===== src/ppcd_pkg.sv =====
// Shared types and constants for the path pair conflict detector.
// Used by every module under src; depends on nothing else.
`default_nettype none

package ppcd_pkg;

    localparam int MAX_PATH_LEN = 256;
    localparam int COORD_BITS   = 10;
    localparam int AGENT_BITS   = 8;
    localparam int TIME_W       = 8;
    localparam int CELL_W       = 2 * COORD_BITS;
    localparam int ADDR_W       = $clog2(MAX_PATH_LEN);
    localparam int LEN_W        = $clog2(MAX_PATH_LEN + 1);

    // A path cell: row in the upper half, column in the lower half.
    typedef logic [CELL_W-1:0] t_cell;

    typedef struct packed {
        logic [LEN_W-1:0]      len;
        logic [AGENT_BITS-1:0] agent;
    } t_path_info;

    typedef struct packed {
        logic              found;
        logic              is_edge;
        logic [TIME_W-1:0] ctime;
        t_cell             from_cell;
        t_cell             to_cell;
    } t_result;

endpackage

`default_nettype wire


===== src/ppcd_scan.sv =====
// Scan sequencer: walks both path memories in time order, compares cells and
// holds the result in the output register. Depends on ppcd_pkg.
`default_nettype none

module ppcd_scan (
    input  wire logic                            i_clk,
    input  wire logic                            i_rst_n,
    input  wire logic                            i_start,
    input  wire ppcd_pkg::t_path_info            i_first,
    input  wire ppcd_pkg::t_path_info            i_second,
    input  wire ppcd_pkg::t_cell                 i_rd_a,
    input  wire ppcd_pkg::t_cell                 i_rd_b,
    input  wire logic                            i_out_ready,
    output logic                                 o_idle,
    output logic                                 o_rd_en,
    output logic [ppcd_pkg::ADDR_W-1:0]          o_rd_addr_a,
    output logic [ppcd_pkg::ADDR_W-1:0]          o_rd_addr_b,
    output logic                                 o_out_valid,
    output ppcd_pkg::t_result                    o_result,
    output logic [ppcd_pkg::AGENT_BITS-1:0]      o_first_agent,
    output logic [ppcd_pkg::AGENT_BITS-1:0]      o_second_agent
);
    import ppcd_pkg::*;

    localparam logic [1:0] ST_IDLE = 2'd0;
    localparam logic [1:0] ST_SCAN = 2'd1;
    localparam logic [1:0] ST_WAIT = 2'd2;

    logic [1:0]            r_state, n_state;
    logic [LEN_W-1:0]      r_iss;
    logic                  r_iss_done;
    logic                  r_dv;
    logic [LEN_W-1:0]      r_didx;
    t_cell                 r_prev_a, r_prev_b;
    t_result               r_res;
    logic                  r_out_vld, n_out_vld;
    t_result               r_out_res;
    logic [AGENT_BITS-1:0] r_out_fa, r_out_sa;

    logic [LEN_W-1:0]      la, lb, end_idx, ka, kb;
    logic                  empty, vertex, edge_hit, hit, last_data, finish, issue;
    logic                  out_free, load_out;
    t_result               res_now;

    always_comb begin
        la      = i_first.len;
        lb      = i_second.len;
        end_idx = (la > lb) ? la : lb;
        empty   = (la == '0) || (lb == '0);
        // Data for index i pairs with the held cells of index i-1: the check is for time i-1.
        vertex   = (r_didx != '0) && (r_prev_a == r_prev_b);
        edge_hit = (r_didx != '0) && (r_didx < la) && (r_didx < lb)
                   && (r_prev_a == i_rd_b) && (i_rd_a == r_prev_b);
        hit       = r_dv && (vertex || edge_hit);
        last_data = r_dv && (r_didx == end_idx);
        finish    = (r_state == ST_SCAN) && (empty || hit || last_data);
        issue     = (r_state == ST_SCAN) && !finish && !r_iss_done;

        // A path that has ended is read at its last cell.
        ka = (r_iss < la) ? r_iss : la - 1'b1;
        kb = (r_iss < lb) ? r_iss : lb - 1'b1;

        res_now = '0;
        if (hit && !empty) begin
            res_now.found     = 1'b1;
            res_now.is_edge   = !vertex;
            res_now.ctime     = TIME_W'(r_didx - 1'b1);
            res_now.from_cell = r_prev_a;
            res_now.to_cell   = vertex ? r_prev_a : i_rd_a;
        end

        out_free = !r_out_vld || i_out_ready;
        load_out = 1'b0;
        n_state  = r_state;
        unique case (r_state)
            ST_IDLE: begin
                if (i_start) begin
                    n_state = ST_SCAN;
                end
            end
            ST_SCAN: begin
                if (finish) begin
                    load_out = out_free;
                    n_state  = out_free ? ST_IDLE : ST_WAIT;
                end
            end
            ST_WAIT: begin
                if (out_free) begin
                    load_out = 1'b1;
                    n_state  = ST_IDLE;
                end
            end
            default: begin
                n_state = ST_IDLE;
            end
        endcase

        n_out_vld = load_out ? 1'b1 : (i_out_ready ? 1'b0 : r_out_vld);
    end

    always_ff @(posedge i_clk) begin
        if (!i_rst_n) begin
            r_state    <= ST_IDLE;
            r_iss_done <= 1'b0;
            r_dv       <= 1'b0;
            r_out_vld  <= 1'b0;
        end else begin
            r_state   <= n_state;
            r_dv      <= issue;
            r_out_vld <= n_out_vld;
            if (r_state == ST_IDLE) begin
                r_iss_done <= 1'b0;
            end else if (issue) begin
                r_iss_done <= (r_iss == end_idx);
            end
        end
    end

    always_ff @(posedge i_clk) begin
        if (r_state == ST_IDLE) begin
            r_iss <= '0;
        end else if (issue) begin
            r_iss <= r_iss + 1'b1;
        end
        r_didx <= r_iss;
        if (r_dv) begin
            r_prev_a <= i_rd_a;
            r_prev_b <= i_rd_b;
        end
        if (finish) begin
            r_res <= res_now;
        end
        if (load_out) begin
            r_out_res <= (r_state == ST_SCAN) ? res_now : r_res;
            r_out_fa  <= i_first.agent;
            r_out_sa  <= i_second.agent;
        end
    end

    assign o_idle         = (r_state == ST_IDLE);
    assign o_rd_en        = issue;
    assign o_rd_addr_a    = ka[ADDR_W-1:0];
    assign o_rd_addr_b    = kb[ADDR_W-1:0];
    assign o_out_valid    = r_out_vld;
    assign o_result       = r_out_res;
    assign o_first_agent  = r_out_fa;
    assign o_second_agent = r_out_sa;

`ifndef ASSERT_OFF
    a_start_idle: assert property (@(posedge i_clk) disable iff (!i_rst_n)
        i_start |-> (r_state == ST_IDLE))
        else $error("check started while the scan was busy");

    a_wait_full: assert property (@(posedge i_clk) disable iff (!i_rst_n)
        (r_state == ST_WAIT) |-> r_out_vld)
        else $error("scan waiting although the output register is free");

    a_data_in_scan: assert property (@(posedge i_clk) disable iff (!i_rst_n)
        r_dv |-> (r_state == ST_SCAN))
        else $error("read data returned outside a scan");

    a_edge_found: assert property (@(posedge i_clk) disable iff (!i_rst_n)
        (r_out_vld && r_out_res.is_edge) |-> r_out_res.found)
        else $error("swap conflict flagged without a conflict");

    a_none_zero: assert property (@(posedge i_clk) disable iff (!i_rst_n)
        (r_out_vld && !r_out_res.found) |->
            ((r_out_res.ctime == '0) && (r_out_res.from_cell == '0)
             && (r_out_res.to_cell == '0)))
        else $error("result without conflict carries nonzero fields");
`endif

endmodule

`default_nettype wire


===== config.mk =====
export PLATFORM = sky130hd
export DESIGN_NAME = ppcd_scan
export DESIGN_NICKNAME = d
export VERILOG_FILES = /design/src/ppcd_pkg.sv /design/src/ppcd_scan.sv
export SDC_FILE = /design/constraint.sdc
export NUM_CORES = 1
export LEC_CHECK = 0
export BUFFER_PORTS_ARGS = -buffer_cell sky130_fd_sc_hd__buf_2
export CORE_AREA = 2 2 131 133
export DETAILED_ROUTE_END_ITERATION = 6
export DIE_AREA = 0 0 133 135
export HOLD_SLACK_MARGIN = 0.08
export MAX_ROUTING_LAYER = met4
export PLACE_DENSITY = 0.9
export SYNTH_ARGS = -nofsm -noshare
export SYNTH_HDL_FRONTEND = slang
export SYNTH_SLANG_ARGS = --single-unit

===== constraint.sdc =====
create_clock -name i_clk -period 8.77 [get_ports i_clk]
set_input_delay 0.4385 -clock i_clk [delete_from_list [all_inputs] [get_ports i_clk]]
set_output_delay 0.4385 -clock i_clk [all_outputs]
set_load 0.01 [all_outputs]

# Yosys cells after proc, flatten, opt, wreduce, memory -nomap -nowiden
# Index checks and enable logic that the tools add are counted.
[op_classes] bitwise=1 reduce_logical=28 n_addsub=4 magnitude_cmp=5 muxes=16 eq_ne=10
[ops] op="2-to-1 mux 50 bit" count=2
[ops] op="== test 20 bit" count=3
[ops] op="< comparator 9 bit" count=4
[ops] op="subtractor 8 x 1 -> 8 bit, second input constant" count=3
[ops] op="2-to-1 mux 20 bit" count=1
[ops] op="== test 9 bit" count=2
[ops] op="zero test 9 bit" count=2
[ops] op="2-to-1 mux 8 bit" count=2
[ops] op="logical AND 1 bit" count=11
[ops] op="adder 9 x 1 -> 9 bit, second input constant" count=1
[ops] op="greater-than comparator 9 bit" count=1
[ops] op="2-to-1 mux 9 bit" count=1
[ops] op="nonzero test 9 bit" count=1
[ops] op="2-to-1 mux 2 bit" count=4
[ops] op="inequality test 2 bit, second input constant" count=3
[ops] op="one-hot mux 2 bit (3 select lines)" count=1
[ops] op="zero test 1 bit" count=5
[ops] op="logical OR 1 bit" count=5
[ops] op="2-to-1 mux 1 bit" count=4
[ops] op="AND reduction 3 bit" count=1
[ops] op="== test 2 x 1 -> 1 bit, second input constant" count=1
[ops] op="== test 2 bit, second input constant" count=1
[ops] op="zero test 2 bit" count=1
[ops] op="one-hot mux 1 bit (2 select lines)" count=1
[ops] op="3 further kinds" count=3
[totals] input_bits=78 ff_bits=179 out_inout_bits=85 elab_cells=84

# Depth between registers and ports, before layout
[logic_depth] depth_word=13 ltp_mapped=13 ltp_nobuf=10

# Least setup slack after synthesis
# Ideal clock, no wire load.
[synth_path] path_kind="register to register" start="reg r_dv" end="reg r_out_fa[0], in the netlist o_first_agent[0], enable pin" stages_incl_launch_ff=9 setup_slack_ps=1561 path_buffers=1 synth_period_minus_slack_ps=7209 t_arrival_ps=6718 setup_ps=491 required_ps=8279 cell_sequence="dfxtp_1 -> o41ai_4 -> a2111oi_1 -> nand4_1 -> o32ai_1 -> buf_6 -> o21a_1 -> o21ai_0 -> nor2_1"
[synth_via] elab_chain_cells=6 elab_cells_between_ends=7 cone_classes="mux (2); reduce/logical (5)"
[synth_lines] element="start: declaration" line="ppcd_scan.sv:32" text="logic r_dv;"
[synth_lines] element="start signal: assignment" line="ppcd_scan.sv:109" text="r_dv <= issue;"
[synth_lines] element="logical AND 1 bit" line="ppcd_scan.sv:54" text="hit = r_dv && (vertex || edge_hit);"
[synth_lines] element="logical OR 1 bit" line="ppcd_scan.sv:56" text="finish = (r_state == ST_SCAN) && (empty || hit || last_data);"
[synth_lines] element="logical OR 1 bit *" line="ppcd_scan.sv:56"
[synth_lines] element="logical AND 1 bit *" line="ppcd_scan.sv:56"
[synth_lines] element="net finish" line="ppcd_scan.sv:41" text="logic empty, vertex, edge_hit, hit, last_data, finish, issue;"
[synth_lines] element="2-to-1 mux 1 bit *" line="ppcd_scan.sv:82" text="if (finish) begin"
[synth_lines] element="one-hot mux 1 bit (2 select lines) *" line="ppcd_scan.sv:75" text="unique case (r_state)"
[synth_lines] element="net load_out" line="ppcd_scan.sv:42" text="logic out_free, load_out;"
[synth_lines] element="end signal: assignment" line="ppcd_scan.sv:135" text="r_out_fa <= i_first.agent;"
[synth_lines] element="end: declaration" line="ppcd_scan.sv:38" text="logic [AGENT_BITS-1:0] r_out_fa, r_out_sa;"
# The timed path passes the listed nets; every way through them passes the cells marked *.
# A chain may end at the register's enable or synchronous reset.

==> impl_metrics.tcl <==
set metrics [dict create \
    ctsResizeCount 0 \
    tightest_slew_ns 1.12 \
    drt_iter0_markers 730 \
    maxSlewHeadroom 0.255 \
    cts_buffers 17 \
    ant_nets 0 \
    hpwlAfterDp_um 16600 \
    ys_top_cells_by_count "edfxtp_1, xnor2_1, mux2_2, nor2_1, ha_1" \
    whs_ns 0.166 \
    power_density_nw_per_um2 172 \
    arrival_ns 4.56 \
    pre_cts_ws_ns 4.45 \
    via_count 6655 \
    ys_async_sr_fraction 0 \
    routedWlPerCell_um 21.2 \
    dp_cells 1098 \
    coreArea_um2 16400 \
    start_util 0.568 \
    ys_warn_count 0 \
    synth_top_area_cell "edfxtp_1" \
    clk_path_buf_depth 2 \
    synth_nets 863 \
    gp_congestion 0.979 \
    setup_ws_ns 4.52 \
    htree_levels 4 \
    viasPerCell 5.88 \
    clk_pin_slew_worst_paths_ns 0.08 \
    die-width_um 133 \
    whs_path_depth 1 \
    io_pins 163 \
    grtUsageTotal 0.276 \
    cp-end-kind "register" \
    hold_buffers 0 \
    synth.most_common_cell "edfxtp_1" \
    synth_edf_count 156 \
    routed_wl_um 24000 \
    timing.final.crit_share 0.485 \
    area_growth_pct 17.6 \
    rrSetupSlack_ns 4.52 \
    fillers 1155 \
    numPortBuffers 162 \
    worstSetupStartpointType "register" \
    firstDrtPassIters 5 \
    drive_gt1_frac 0.296 \
    cts.sinks 179 \
    synth.top_cell.area_share 0.503 \
    skew_ns 0.0169 \
    synth_area_leaders "edfxtp_1, xnor2_1, mux2_2" \
    setup_tns_ns 0 \
    cp_max_fo 43 \
    drc_errors 0 \
    die_h_um 135 \
    cap_violations 0 \
    overflow 0 \
    r2r.worst_path.cells 8 \
    worstHoldStart "i_first[5]" \
    r2r_start "r_dv$_SDFF_PN0_" \
    ys.flop_type "edfxtp_1" \
    hold_path.class "input pin to register" \
    grt_pass1_vias 6499 \
    finalNetCount 1023 \
    cts_setup_buffers 0 \
    synth-seq-area-share 0.552 \
    clock_latency_ns 0.44 \
    final.min_clock_period_ns 4.25 \
    setup_viol 0 \
    p_leak_nw 4.27 \
    rsz0062_at_grt "false" \
    rows 47 \
    reg2reg_to "o_result[43]$_DFFE_PP_" \
    vdd.ir_drop.worst_v 0.000170 \
    postSynthAreaPerCell_um2 12.6 \
    fin_cells 1131 \
    cts-root-buf "clkbuf_16" \
    cp.required_ns 9.08 \
    ys_ff_latch 179 \
    finalHoldViolCount 0 \
    fmax_ghz 0.235 \
    die_area_um2 18000 \
    antenna_found_initial 1 \
    status "complete, no violations" \
    drv_slew 0 \
    synthCells 737 \
    synthDistinctLibCells 54 \
    grt_max_degree 55 \
    path_class "register to register" \
    min_to "o_first_agent[5]$_DFFE_PP_" \
    cts_tree "yes" \
    grt_first_pass_wirelength_um 36400 \
    post_synth_instance_area_um2 9320 \
]
[cells by family after synthesis]
kind of cell,after synthesis,synth area share
simple gates,171,0.0944
buf+inv,66,0.0286
compound gates,87,0.0663
xor+xnor,97,0.0912
fa+ha+maj,48,0.0644
flops,179,0.552
mux,89,0.103
[registers in the layout, indices dropped and copies added (netlist names)]
signal and flops:
o_result 50, r_res 50, r_prev_a 20, r_prev_b 20, r_didx 9, r_iss 9
o_first_agent 8, o_second_agent 8, r_state 2, o_out_valid 1, r_dv 1, r_iss_done 1
[cells in the final DEF, fill, tap and decap left out, types with 4 or more instances in the layout]
master and instances:
buf_2 162, edfxtp_1 156, xnor2_1 73, mux2_2 56
nor2_1 54, ha_1 47, inv_1 36, mux2i_1 33
xor2_1 24, dfxtp_1 22, and3_1 21, nand2_1 20
a21oi_1 20, nand4_1 18, clkbuf_16 17, nor4_1 15
o21ai_0 14, nand3_1 11, nand2b_1 8, o211ai_1 8
buf_4 8, or3_1 6, nor3_1 6, a211oi_1 5
o31ai_1 5, clkinv_4 5, inv_8 5, a21boi_0 4
clkinv_8 4
[final cells by class]
cell class	instances	area (um^2)	share of cell area
Tap cell	220	275	0.0251
Clock buffer	17	425	0.0388
Sequential cell	179	5150	0.470
Timing Repair Buffer	170	871	0.0795
Inverter	37	139	0.0127
Antenna cell	1	2.50	0.000228
Clock inverter	15	170	0.0155
Multi-Input combinational cell	492	3930	0.359
[critical path, cell delays in order (launching register included)]
cell	delay, ns
dfxtp_2	1.05
o41ai_4	0.25
a2111oi_1	0.58
nand4_1	0.18
o32ai_2	0.32
buf_4	0.36
nand2_1	0.71
a21oi_1	0.45
mux2_2	0.22
[report_power, final]
group / internal, mW / switching (mW)
sequential: 0.937 / 0.0162
combinational: 0.0849 / 0.0964
clock: 0.383 / 0.370
total: 1.40 / 0.483
[layer usage]
layer,vias up,part of all wire,track usage
met5,-,0,-
met4,0,0.027,0.102
met3,58,0.078,0.0499
met2,330,0.47,0.417
met1,3200,0.43,0.378
li1,3067,-,-
[metrics by stage]
stage           util  total power, mW  instance area [um^2]
4_1_cts        0.668             1.89                 11000
3_5_place_dp   0.632             1.15                 10400
6_report       0.668             1.89                 11000
5_1_grt        0.668             1.94                 11000
3_3_place_gp   0.632             1.14                 10400
2_1_floorplan      -             1.08                  9320
[how the worst max path moves through the flow]
stage                                from                    endpoint  slack, ns  cells after the start
after floorplan           r_dv$_SDFF_PN0_  o_first_agent[0]$_DFFE_PP_       1.56                      8
after global placement       i_second[15]      o_result[13]$_DFFE_PP_       4.55                     12
after detailed placement     i_second[15]      o_result[13]$_DFFE_PP_       4.45                     12
after CTS                 r_dv$_SDFF_PN0_      o_result[22]$_DFFE_PP_       4.56                      8
after global routing      r_dv$_SDFF_PN0_      o_result[43]$_DFFE_PP_       4.25                      8
final                     r_dv$_SDFF_PN0_      o_result[43]$_DFFE_PP_       4.52                      8
Power figures use the tool's default switching activity.
